`src/twbi_pkg.sv`:
```
// Package with the shared constants, field offsets and the sequencer state type.
package twbi_pkg;

    // Fixed day length and fixed-point units.
    localparam int HOURS_PER_DAY = 24;
    localparam logic [12:0] ONE_Q12 = 13'd4096;
    localparam logic [8:0]  ONE_Q8  = 9'd256;
    localparam logic [5:0]  CACHE_RESET = 6'd61;
    localparam logic [5:0]  TIME_MAX    = 6'd59;
    localparam logic [8:0]  BLEND_MAX   = 9'd256;

    // Time fraction t = floor((512*x + 225) / 450), with x = 60*minute + second.
    // The division by 450 is a multiply by the rounded-up reciprocal 2^30/450.
    localparam logic [20:0] FRAC_BIAS   = 21'd225;
    localparam logic [21:0] RECIP_M     = 22'd2386093;
    localparam int          RECIP_SHIFT = 30;

    // Input word layout, lowest bit first.
    localparam int DATA_W        = 48;
    localparam int HOUR_LSB      = 0;
    localparam int MINUTE_LSB    = 5;
    localparam int SECOND_LSB    = 11;
    localparam int OLD_W_LSB     = 17;
    localparam int NEW_W_LSB     = 19;
    localparam int BLEND_LSB     = 21;
    localparam int ENTRY_LSB     = 30;

    // Input mode codes carried in tuser.
    localparam logic MODE_WRITE = 1'b0;
    localparam logic MODE_QUERY = 1'b1;

    // Steps of the multiply-accumulate run.
    localparam logic [2:0] RUN_LAST = 3'd6;

    // Sequencer states, one-hot.
    typedef enum logic [3:0] {
        ST_IDLE = 4'b0001,
        ST_FRAC = 4'b0010,
        ST_RUN  = 4'b0100,
        ST_OUT  = 4'b1000
    } state_t;

endpackage

```
`src/time_weather_bilinear_interp_unit.sv`:
```
// Top level of the time-of-day by weather bilinear interpolator.
//
//  channel  | direction | words carried
//  ---------+-----------+-----------------------------------------------------
//  s_axis   | in        | table write (tuser = 0) or query (tuser = 1)
//  m_axis   | out       | one interpolated Q8.8 value for every query
//
// A table write is taken while idle; a query that hits the cached second goes through
// accept and output load. Any other query goes through accept, time fraction, seven
// steps for the four table reads, multiplies, accumulation and rounding, output load.
// Reset clears the sequencer, the cache key (to 61) and the cached result, not the table.
// A stalled output holds the sequencer in its output state, so no new word is taken.
module time_weather_bilinear_interp_unit #(
    parameter int WEATHER_TYPES = 4
) (
    input  logic        clk,
    input  logic        rst_n,
    input  logic        s_axis_tvalid,
    output logic        s_axis_tready,
    // tdata: hour[4:0], minute[10:5], second[16:11], old_weather[18:17],
    //        new_weather[20:19], weather_blend[29:21], entry_value[45:30], zeros
    input  logic [twbi_pkg::DATA_W-1:0] s_axis_tdata,
    // tuser: mode[0]
    input  logic        s_axis_tuser,
    output logic        m_axis_tvalid,
    input  logic        m_axis_tready,
    // tdata: result_value[15:0]
    output logic [15:0] m_axis_tdata
);

    localparam int DEPTH = twbi_pkg::HOURS_PER_DAY * WEATHER_TYPES;
    localparam int AW    = $clog2(DEPTH);

    // Field unpacking.
    logic [4:0]        in_hour;
    logic [5:0]        in_minute;
    logic [5:0]        in_second;
    logic [1:0]        in_old_w;
    logic [1:0]        in_new_w;
    logic [8:0]        in_blend;
    logic signed [15:0] in_entry;

    assign in_hour   = s_axis_tdata[twbi_pkg::HOUR_LSB   +: 5];
    assign in_minute = s_axis_tdata[twbi_pkg::MINUTE_LSB +: 6];
    assign in_second = s_axis_tdata[twbi_pkg::SECOND_LSB +: 6];
    assign in_old_w  = s_axis_tdata[twbi_pkg::OLD_W_LSB  +: 2];
    assign in_new_w  = s_axis_tdata[twbi_pkg::NEW_W_LSB  +: 2];
    assign in_blend  = s_axis_tdata[twbi_pkg::BLEND_LSB  +: 9];
    assign in_entry  = $signed(s_axis_tdata[twbi_pkg::ENTRY_LSB +: 16]);

    // Registers.
    twbi_pkg::state_t   state_reg, state_next;
    logic [2:0]         cnt_reg, cnt_next;
    logic [5:0]         last_second_reg, last_second_next;
    logic signed [15:0] cached_result_reg, cached_result_next;
    logic               out_valid_reg, out_valid_next;
    logic [15:0]        out_data_reg, out_data_next;
    logic [4:0]         h1_reg, h1_next;
    logic [4:0]         h2_reg, h2_next;
    logic [1:0]         w1_reg, w1_next;
    logic [1:0]         w2_reg, w2_next;
    logic [8:0]         b_reg, b_next;
    logic [20:0]        n_reg, n_next;
    logic [11:0]        t_reg, t_next;
    logic [20:0]        wgt_reg, wgt_next;
    logic signed [36:0] prod_reg, prod_next;
    logic signed [37:0] acc_reg, acc_next;
    logic signed [15:0] rdata_reg;

    // Table memory.
    logic signed [15:0] mem [DEPTH];
    logic               mem_we;
    logic [AW-1:0]      mem_waddr;
    logic               mem_re;
    logic [AW-1:0]      mem_raddr;

    // Helper signals.
    logic        in_acc;
    logic        acc_write;
    logic        acc_query;
    logic        cache_hit;
    logic        out_free;
    logic [5:0]  mi_clamped;
    logic [5:0]  se_clamped;
    logic [11:0] time_x;
    logic [4:0]  hq;
    logic [42:0] tprod;
    logic [4:0]  rd_hour;
    logic [1:0]  rd_weather;
    logic [12:0] tsel;
    logic [8:0]  bsel;
    logic [21:0] wprod;
    logic signed [37:0] biased;
    logic signed [17:0] rounded;
    logic signed [15:0] saturated;

    assign s_axis_tready = (state_reg == twbi_pkg::ST_IDLE);
    assign m_axis_tvalid = out_valid_reg;
    assign m_axis_tdata  = out_data_reg;

    assign in_acc    = s_axis_tvalid && s_axis_tready;
    assign acc_write = in_acc && (s_axis_tuser == twbi_pkg::MODE_WRITE);
    assign acc_query = in_acc && (s_axis_tuser == twbi_pkg::MODE_QUERY);
    assign cache_hit = (in_second == last_second_reg);
    assign out_free  = !out_valid_reg || m_axis_tready;

    // Clamping and the time numerator of a new query.
    assign mi_clamped = (in_minute > twbi_pkg::TIME_MAX) ? twbi_pkg::TIME_MAX : in_minute;
    assign se_clamped = (in_second > twbi_pkg::TIME_MAX) ? twbi_pkg::TIME_MAX : in_second;
    assign time_x     = 12'(12'(mi_clamped) * 12'd60 + 12'(se_clamped));
    assign hq         = (int'(in_hour) >= twbi_pkg::HOURS_PER_DAY)
                      ? 5'(int'(in_hour) - twbi_pkg::HOURS_PER_DAY) : in_hour;

    // Table write port: out-of-range addresses are dropped.
    assign mem_we    = acc_write && (int'(in_hour) < twbi_pkg::HOURS_PER_DAY)
                     && (int'(in_old_w) < WEATHER_TYPES);
    assign mem_waddr = AW'(int'(in_hour) * WEATHER_TYPES + int'(in_old_w));

    // Read address sequence: step bit 0 picks the hour, bit 1 the weather.
    assign mem_re     = (state_reg == twbi_pkg::ST_RUN) && !cnt_reg[2];
    assign rd_hour    = cnt_reg[0] ? h2_reg : h1_reg;
    assign rd_weather = cnt_reg[1] ? w2_reg : w1_reg;
    assign mem_raddr  = AW'(int'(rd_hour) * WEATHER_TYPES + int'(rd_weather));

    // Time fraction by reciprocal multiplication.
    assign tprod = 43'(n_reg) * 43'(twbi_pkg::RECIP_M);

    // Weight of the entry read in the same step.
    assign tsel  = cnt_reg[0] ? {1'b0, t_reg} : 13'(twbi_pkg::ONE_Q12 - {1'b0, t_reg});
    assign bsel  = cnt_reg[1] ? b_reg : 9'(twbi_pkg::ONE_Q8 - b_reg);
    assign wprod = 22'(tsel) * 22'(bsel);

    // Round half up at bit 20, then saturate to Q8.8.
    assign biased  = acc_reg + 38'sd524288;
    assign rounded = biased[37:20];
    always_comb
    begin
        if (rounded > 18'sd32767)
            saturated = 16'sh7FFF;
        else if (rounded < -18'sd32768)
            saturated = -16'sh8000;
        else
            saturated = rounded[15:0];
    end

    // Sequencer and datapath next values.
    always_comb
    begin
        state_next         = state_reg;
        cnt_next           = cnt_reg;
        last_second_next   = last_second_reg;
        cached_result_next = cached_result_reg;
        out_valid_next     = out_valid_reg;
        out_data_next      = out_data_reg;
        h1_next            = h1_reg;
        h2_next            = h2_reg;
        w1_next            = w1_reg;
        w2_next            = w2_reg;
        b_next             = b_reg;
        n_next             = n_reg;
        t_next             = t_reg;
        wgt_next           = wgt_reg;
        prod_next          = prod_reg;
        acc_next           = acc_reg;

        if (out_valid_reg && m_axis_tready)
            out_valid_next = 1'b0;

        case (state_reg)
            twbi_pkg::ST_IDLE:
            begin
                if (acc_query)
                begin
                    h1_next = hq;
                    h2_next = (int'(hq) == twbi_pkg::HOURS_PER_DAY - 1) ? 5'd0 : 5'(hq + 5'd1);
                    w1_next = (int'(in_old_w) >= WEATHER_TYPES)
                            ? 2'(WEATHER_TYPES - 1) : in_old_w;
                    w2_next = (int'(in_new_w) >= WEATHER_TYPES)
                            ? 2'(WEATHER_TYPES - 1) : in_new_w;
                    b_next  = (in_blend > twbi_pkg::BLEND_MAX) ? twbi_pkg::BLEND_MAX : in_blend;
                    n_next  = {time_x, 9'd0} + twbi_pkg::FRAC_BIAS;
                    if (cache_hit)
                        state_next = twbi_pkg::ST_OUT;
                    else
                    begin
                        last_second_next = in_second;
                        state_next       = twbi_pkg::ST_FRAC;
                    end
                end
            end
            twbi_pkg::ST_FRAC:
            begin
                t_next     = tprod[twbi_pkg::RECIP_SHIFT +: 12];
                acc_next   = '0;
                cnt_next   = '0;
                state_next = twbi_pkg::ST_RUN;
            end
            twbi_pkg::ST_RUN:
            begin
                // Weight for the entry whose read goes out in this step.
                if (!cnt_reg[2])
                    wgt_next = wprod[20:0];
                // Entry times weight, in the step after the read.
                if ((cnt_reg >= 3'd1) && (cnt_reg <= 3'd4))
                    prod_next = 37'(rdata_reg) * 37'($signed({1'b0, wgt_reg}));
                // Accumulate, in the step after the multiply.
                if ((cnt_reg >= 3'd2) && (cnt_reg <= 3'd5))
                    acc_next = acc_reg + 38'(prod_reg);
                if (cnt_reg == twbi_pkg::RUN_LAST)
                begin
                    cached_result_next = saturated;
                    state_next         = twbi_pkg::ST_OUT;
                end
                else
                    cnt_next = 3'(cnt_reg + 3'd1);
            end
            twbi_pkg::ST_OUT:
            begin
                if (out_free)
                begin
                    out_valid_next = 1'b1;
                    out_data_next  = cached_result_reg;
                    state_next     = twbi_pkg::ST_IDLE;
                end
            end
            default:
            begin
                state_next = twbi_pkg::ST_IDLE;
            end
        endcase
    end

    // Control registers.
    always_ff @(posedge clk or negedge rst_n)
    begin
        if (!rst_n)
        begin
            state_reg         <= twbi_pkg::ST_IDLE;
            cnt_reg           <= '0;
            last_second_reg   <= twbi_pkg::CACHE_RESET;
            cached_result_reg <= '0;
            out_valid_reg     <= 1'b0;
        end
        else
        begin
            state_reg         <= state_next;
            cnt_reg           <= cnt_next;
            last_second_reg   <= last_second_next;
            cached_result_reg <= cached_result_next;
            out_valid_reg     <= out_valid_next;
        end
    end

    // Payload registers.
    always_ff @(posedge clk)
    begin
        out_data_reg <= out_data_next;
        h1_reg       <= h1_next;
        h2_reg       <= h2_next;
        w1_reg       <= w1_next;
        w2_reg       <= w2_next;
        b_reg        <= b_next;
        n_reg        <= n_next;
        t_reg        <= t_next;
        wgt_reg      <= wgt_next;
        prod_reg     <= prod_next;
        acc_reg      <= acc_next;
    end

    // Table memory: writes are taken only when idle and reads only while a
    // query runs, so the two ports never touch an entry in the same cycle.
    always_ff @(posedge clk)
    begin
        if (mem_we)
            mem[mem_waddr] <= in_entry;
        if (mem_re)
            rdata_reg <= mem[mem_raddr];
    end

    // The table is never written while a query is in progress.
    assert property (@(posedge clk) disable iff (!rst_n)
        mem_we |-> (state_reg == twbi_pkg::ST_IDLE))
        else $error("table write outside idle state");

    // A cache hit goes straight to the output and keeps the cached value.
    assert property (@(posedge clk) disable iff (!rst_n)
        (acc_query && cache_hit) |=>
            ((state_reg == twbi_pkg::ST_OUT) && $stable(cached_result_reg)))
        else $error("cache hit did not reuse cached result");

    // A cache miss records its second as the new key.
    assert property (@(posedge clk) disable iff (!rst_n)
        (acc_query && !cache_hit) |=>
            ((last_second_reg == $past(in_second)) && (state_reg == twbi_pkg::ST_FRAC)))
        else $error("cache miss did not update key");

    // The step counter stays within the run.
    assert property (@(posedge clk) disable iff (!rst_n)
        (state_reg == twbi_pkg::ST_RUN) |-> (cnt_reg <= twbi_pkg::RUN_LAST))
        else $error("run step counter out of range");

endmodule

```
`config.mk`:
```
export PLATFORM = sky130hd
export DESIGN_NAME = time_weather_bilinear_interp_unit
export DESIGN_NICKNAME = d
export VERILOG_FILES = /design/src/twbi_pkg.sv /design/src/time_weather_bilinear_interp_unit.sv
export SDC_FILE = /design/constraint.sdc
export NUM_CORES = 2
export LEC_CHECK = 0
export ABC_AREA = 1
export BUFFER_PORTS_ARGS = -buffer_cell sky130_fd_sc_hd__buf_2
export CAP_MARGIN = 20
export CORE_UTILIZATION = 58
export DETAILED_ROUTE_END_ITERATION = 10
export GPL_ROUTABILITY_DRIVEN = 1
export PLACE_DENSITY = 0.74
export SETUP_SLACK_MARGIN = 0.1
export SYNTH_ARGS = -nofsm -noshare
export SYNTH_HDL_FRONTEND = slang
export SYNTH_SLANG_ARGS = --single-unit
```
`constraint.sdc`:
```
create_clock -name clk -period 7.45 [get_ports clk]
set_input_delay 1.49 -clock clk [delete_from_list [all_inputs] [get_ports clk]]
set_output_delay 1.49 -clock clk [all_outputs]
set_load 0.1 [all_outputs]
```
==> reports/results.env <==
STATUS='finished, violations left'
VIOLATIONS='design-rule violations'
DIEHEIGHT_UM=411
ANTENNA_VIOLATIONS_BEFORE_REPAIR=7
SETUP_VIOLATIONS=0
WORST_SLACK_NS=0.935
FINAL-MAX-SLEW-VIOLATION-COUNT=0
GRT.TOTAL_USAGE_PCT=29.6
REG2REGPATHDEPTH=22
FIRST_GLOBAL_VIAS=69200
CRITPATHMAXSTAGEDELAY_NS=0.98
NETLIST.TOP_CELL.BY_AREA='sky130_fd_sc_hd__edfxtp_1'
WORST-PATH-MAX-FANOUT=21
GRT_PASS1_WL_MM=385
ARRIVAL_NS=7.04
CTS_HOLD_REPAIR.BUFFERS=0
NETLIST_AREA_UM2=96900
CLOCKROOTBUFFER='sky130_fd_sc_hd__clkbuf_16'
WORSTPATHREQUIRED_NS=7.98
WORSTSETUPENDPOINTTYPE='flip-flop'
DIE_AREA_UM2=169000
CP-ENDPOINT='prod_reg[29]'
CTS.PATH.MAX_BUFFERS=3
YOSYSMOSTFREQUENTCELL='sky130_fd_sc_hd__inv_1'
DP_WORST_SETUP_SLACK_NS=0.957
WORST_SETUP_START_KIND='flip-flop'
FILL_CELLS=12700
SYN_AVG_CELL_AREA_UM2=9.92
WORST-SLEW-PIN-TRANSITION_NS=1.16
DETAILEDROUTE.FIRSTPASSITERATIONCOUNT=9
TIMING.CRITICAL_PATH.BUF_INV=5
CRIT_CHAIN='nand2_1 -> fa_1 -> inv_1 -> fa_1 -> inv_1 -> fa_1 -> inv_1 -> fa_1 -> inv_1 -> fa_1 -> inv_1 -> fa_1 -> ha_1 -> nand2_1 -> nor2_1 -> nand2_1 -> o21ai_0 -> nand2_1 -> nand2_1 -> nand2_1 -> nand3_1 -> nand2_1'
ROWS=149
SYNTHTOPCELLSBYAREA='sky130_fd_sc_hd__edfxtp_1, sky130_fd_sc_hd__fa_1, sky130_fd_sc_hd__inv_1'
INSERTION_DELAY_NS=0.83
POST_SYNTH_NUM_CELL_TYPES=45
PATH_CLASS='reg -> reg'
GRT_START_MAX_NET_PINS=209
DETAILED_PLACE.AREA_UM2=99700
SYNTH_EDF_COUNT=1711
DRT_FIRST_ITER_VIOLATIONS=6954
CPLARGESTDELAYFAMILY='adder cells'
WIRELENGTH_ROUTED_MM=247
CTS.REPORTEDPATHS.CLKPINSLEW_NS=0.06
CTS_TREE='yes'
YS_SEQ_AREA_SHARE_PCT=53.8
DIE-WIDTH_UM=411
POSTSYNTHREGISTERBITS=1741
POSTSYNTHCELLCOUNT=9768
MAX_REG_FLOPS=1536
POSTCTSRESIZEDCELLS=0
RR_STARTPOINT='rdata_reg[1]'
CRITPATHSLOWESTCELL='sky130_fd_sc_hd__edfxtp_1'
SYNTHTOLAYOUTAREAGROWTH_PCT=8.98
PORT-BUFFER-COUNT=68
VIA_PER_INST=5.66
MAX-SLEW-MARGIN-REL_PCT=22.8
FMAXACHIEVABLE_MHz=153
MAX_H_TREE_LEVEL=4
POST_ROUTE_CELLS_DRIVE_ABOVE_1_SHARE_PCT=5.38
CPMOSTUSEDCELL='sky130_fd_sc_hd__nand2_1'
SYNTH_FF_TYPE='sky130_fd_sc_hd__edfxtp_1'
MAXCAPVIOLCOUNT=0
CTS_INSERTED_BUFFERS=177
ANT_NETS=0
NUMCLOCKSINKS=1741
POSTCTSSETUPBUFFERS=0
HOLD_PATH.CLASS='reg -> reg'
GRTUSAGEMET1_PCT=37.9
SYNTH_ASYNC_SR_FLOP_SHARE_PCT=1.72
AVGROUTEDWIREPERCELL_UM=20.4
ROUTABILITYCONGESTION=0.929
GLOBAL_ROUTE.USAGE.MET3_PCT=4.68
PIN_COUNT=71
SYNTH_TOP_CELL_AREA_SHARE_PCT=53.0
WORSTSETUPSTARTPOINT='rdata_reg[1]'
SYNTH_COMMONEST_CELLS='sky130_fd_sc_hd__inv_1, sky130_fd_sc_hd__nand2_1, sky130_fd_sc_hd__edfxtp_1'
GR-USAGE-MET2_PCT=49.7
CORE_AREA_UM2=165000
RSZ0062_AT_GRT='no'
DP.FINAL_HPWL_MM=154
FF2FF_SETUP_SLACK_NS=0.94
CLOCK-SKEW-FINAL_NS=0.0710
INITIAL_UTILIZATION_PCT=58.6
TOP_USAGE_LAYER='met2'
SYNTH_FP_NETS=10600
FIN_TNS_SETUP_NS=0
FIN_AREA_UM2=106000
HOLD_VIOL_FINAL=0
GLOBALROUTE.TOTALOVERFLOW=0
SYNTH-WARNING-COUNT=0
DRT_DRC_VIOLATIONS_LEFT=22
POST_LAYOUT_NETS=10600
VIA_COUNT_OF_THE_ROUTED_DESIGN=68400
CRITICAL_PATH.REG2REG.ENDPOINT='prod_reg[29]'
NUMBER_OF_CELLS_ON_THE_CRITICAL_PATH=22
TIMING.FINAL.CRIT_PERIOD_NS=6.51
LAYOUT_WORST_PATH_CYCLE_SHARE_PCT=87.4
[worst register-to-register path, stage by stage, from the launching register on]
cell                       delay (ns)
sky130_fd_sc_hd__edfxtp_1        0.98
sky130_fd_sc_hd__nand2_1         0.19
sky130_fd_sc_hd__fa_1            0.58
sky130_fd_sc_hd__inv_1           0.06
sky130_fd_sc_hd__fa_1            0.53
sky130_fd_sc_hd__inv_1           0.06
sky130_fd_sc_hd__fa_1            0.52
sky130_fd_sc_hd__inv_1           0.06
sky130_fd_sc_hd__fa_1            0.52
sky130_fd_sc_hd__inv_1           0.05
sky130_fd_sc_hd__fa_1            0.47
sky130_fd_sc_hd__inv_1           0.05
sky130_fd_sc_hd__fa_1            0.43
sky130_fd_sc_hd__ha_1            0.37
sky130_fd_sc_hd__nand2_1         0.12
sky130_fd_sc_hd__nor2_1          0.15
sky130_fd_sc_hd__nand2_1         0.06
sky130_fd_sc_hd__o21ai_0         0.61
sky130_fd_sc_hd__nand2_1         0.12
sky130_fd_sc_hd__nand2_1         0.12
sky130_fd_sc_hd__nand2_1         0.07
sky130_fd_sc_hd__nand3_1         0.07
sky130_fd_sc_hd__nand2_1         0.07
[area by class of cell]
cell class	count	area (um^2)	share of cell area, %
Antenna cell	4	10.0	0.00948
Clock inverter	103	1170	1.11
Tap cell	2189	2740	2.59
Inverter	1949	7320	6.94
Timing Repair Buffer	238	1910	1.81
Clock buffer	222	4620	4.38
Multi-Input combinational cell	5636	35700	33.8
Sequential cell	1741	52100	49.4
[how the worst min path moves through the flow]
stage	start	to	slack, ns	depth (start not counted)
floorplan	cached_result_reg[10]	m_axis_tdata[10]	0.42	0
global placement	cached_result_reg[11]	m_axis_tdata[11]	0.42	0
detailed placement	cached_result_reg[2]	m_axis_tdata[2]	0.42	0
CTS	cached_result_reg[13]	m_axis_tdata[13]	0.44	0
global route	cached_result_reg[13]	m_axis_tdata[13]	0.45	0
finish	cached_result_reg[2]	m_axis_tdata[2]	0.44	0
[per-layer routing]
layer	share of wire, %	up-vias
li1	-	31700
met1	38	33000
met2	49	3112
met3	8.5	555
met4	4.6	10
met5	0.024	-
[per-stage QoR]
step / util (%) / cells / hold WS [ns]
after floorplan: - / 9768 / 0.417
after global placement: 60.3 / 11700 / 0.423
after detailed placement: 60.3 / 11700 / 0.425
after CTS: 63.8 / 12100 / 0.441
after global routing: 63.8 / 12100 / 0.452
final: 63.8 / 12100 / 0.441
[cells by family after synthesis]
group,share of synthesized area (%)
buf+inv,9.48
xor+xnor,0.913
compound gates,4.47
flops,53.8
fa+ha+maj,13.7
simple gates,17.6
[cells in the final DEF (no fill, tap or decap), types with 27 or more instances in the layout]
| master | n |
|---|---|
| sky130_fd_sc_hd__a21oi_1 | 164 |
| sky130_fd_sc_hd__buf_2 | 53 |
| sky130_fd_sc_hd__buf_4 | 166 |
| sky130_fd_sc_hd__clkbuf_1 | 44 |
| sky130_fd_sc_hd__clkbuf_16 | 178 |
| sky130_fd_sc_hd__clkinv_1 | 40 |
| sky130_fd_sc_hd__edfxtp_1 | 1711 |
| sky130_fd_sc_hd__fa_1 | 421 |
| sky130_fd_sc_hd__ha_1 | 389 |
| sky130_fd_sc_hd__inv_1 | 1944 |
| sky130_fd_sc_hd__nand2_1 | 1825 |
| sky130_fd_sc_hd__nand3_1 | 1313 |
| sky130_fd_sc_hd__nand3b_1 | 71 |
| sky130_fd_sc_hd__nor2_1 | 650 |
| sky130_fd_sc_hd__nor3_1 | 31 |
| sky130_fd_sc_hd__o211ai_1 | 126 |
| sky130_fd_sc_hd__o21ai_0 | 361 |
| sky130_fd_sc_hd__xnor2_1 | 27 |
| sky130_fd_sc_hd__xor2_1 | 74 |
Power is left out: the tool's default activity adds up to more than one toggle a clock period on the data nets, which glitch-free logic cannot reach.
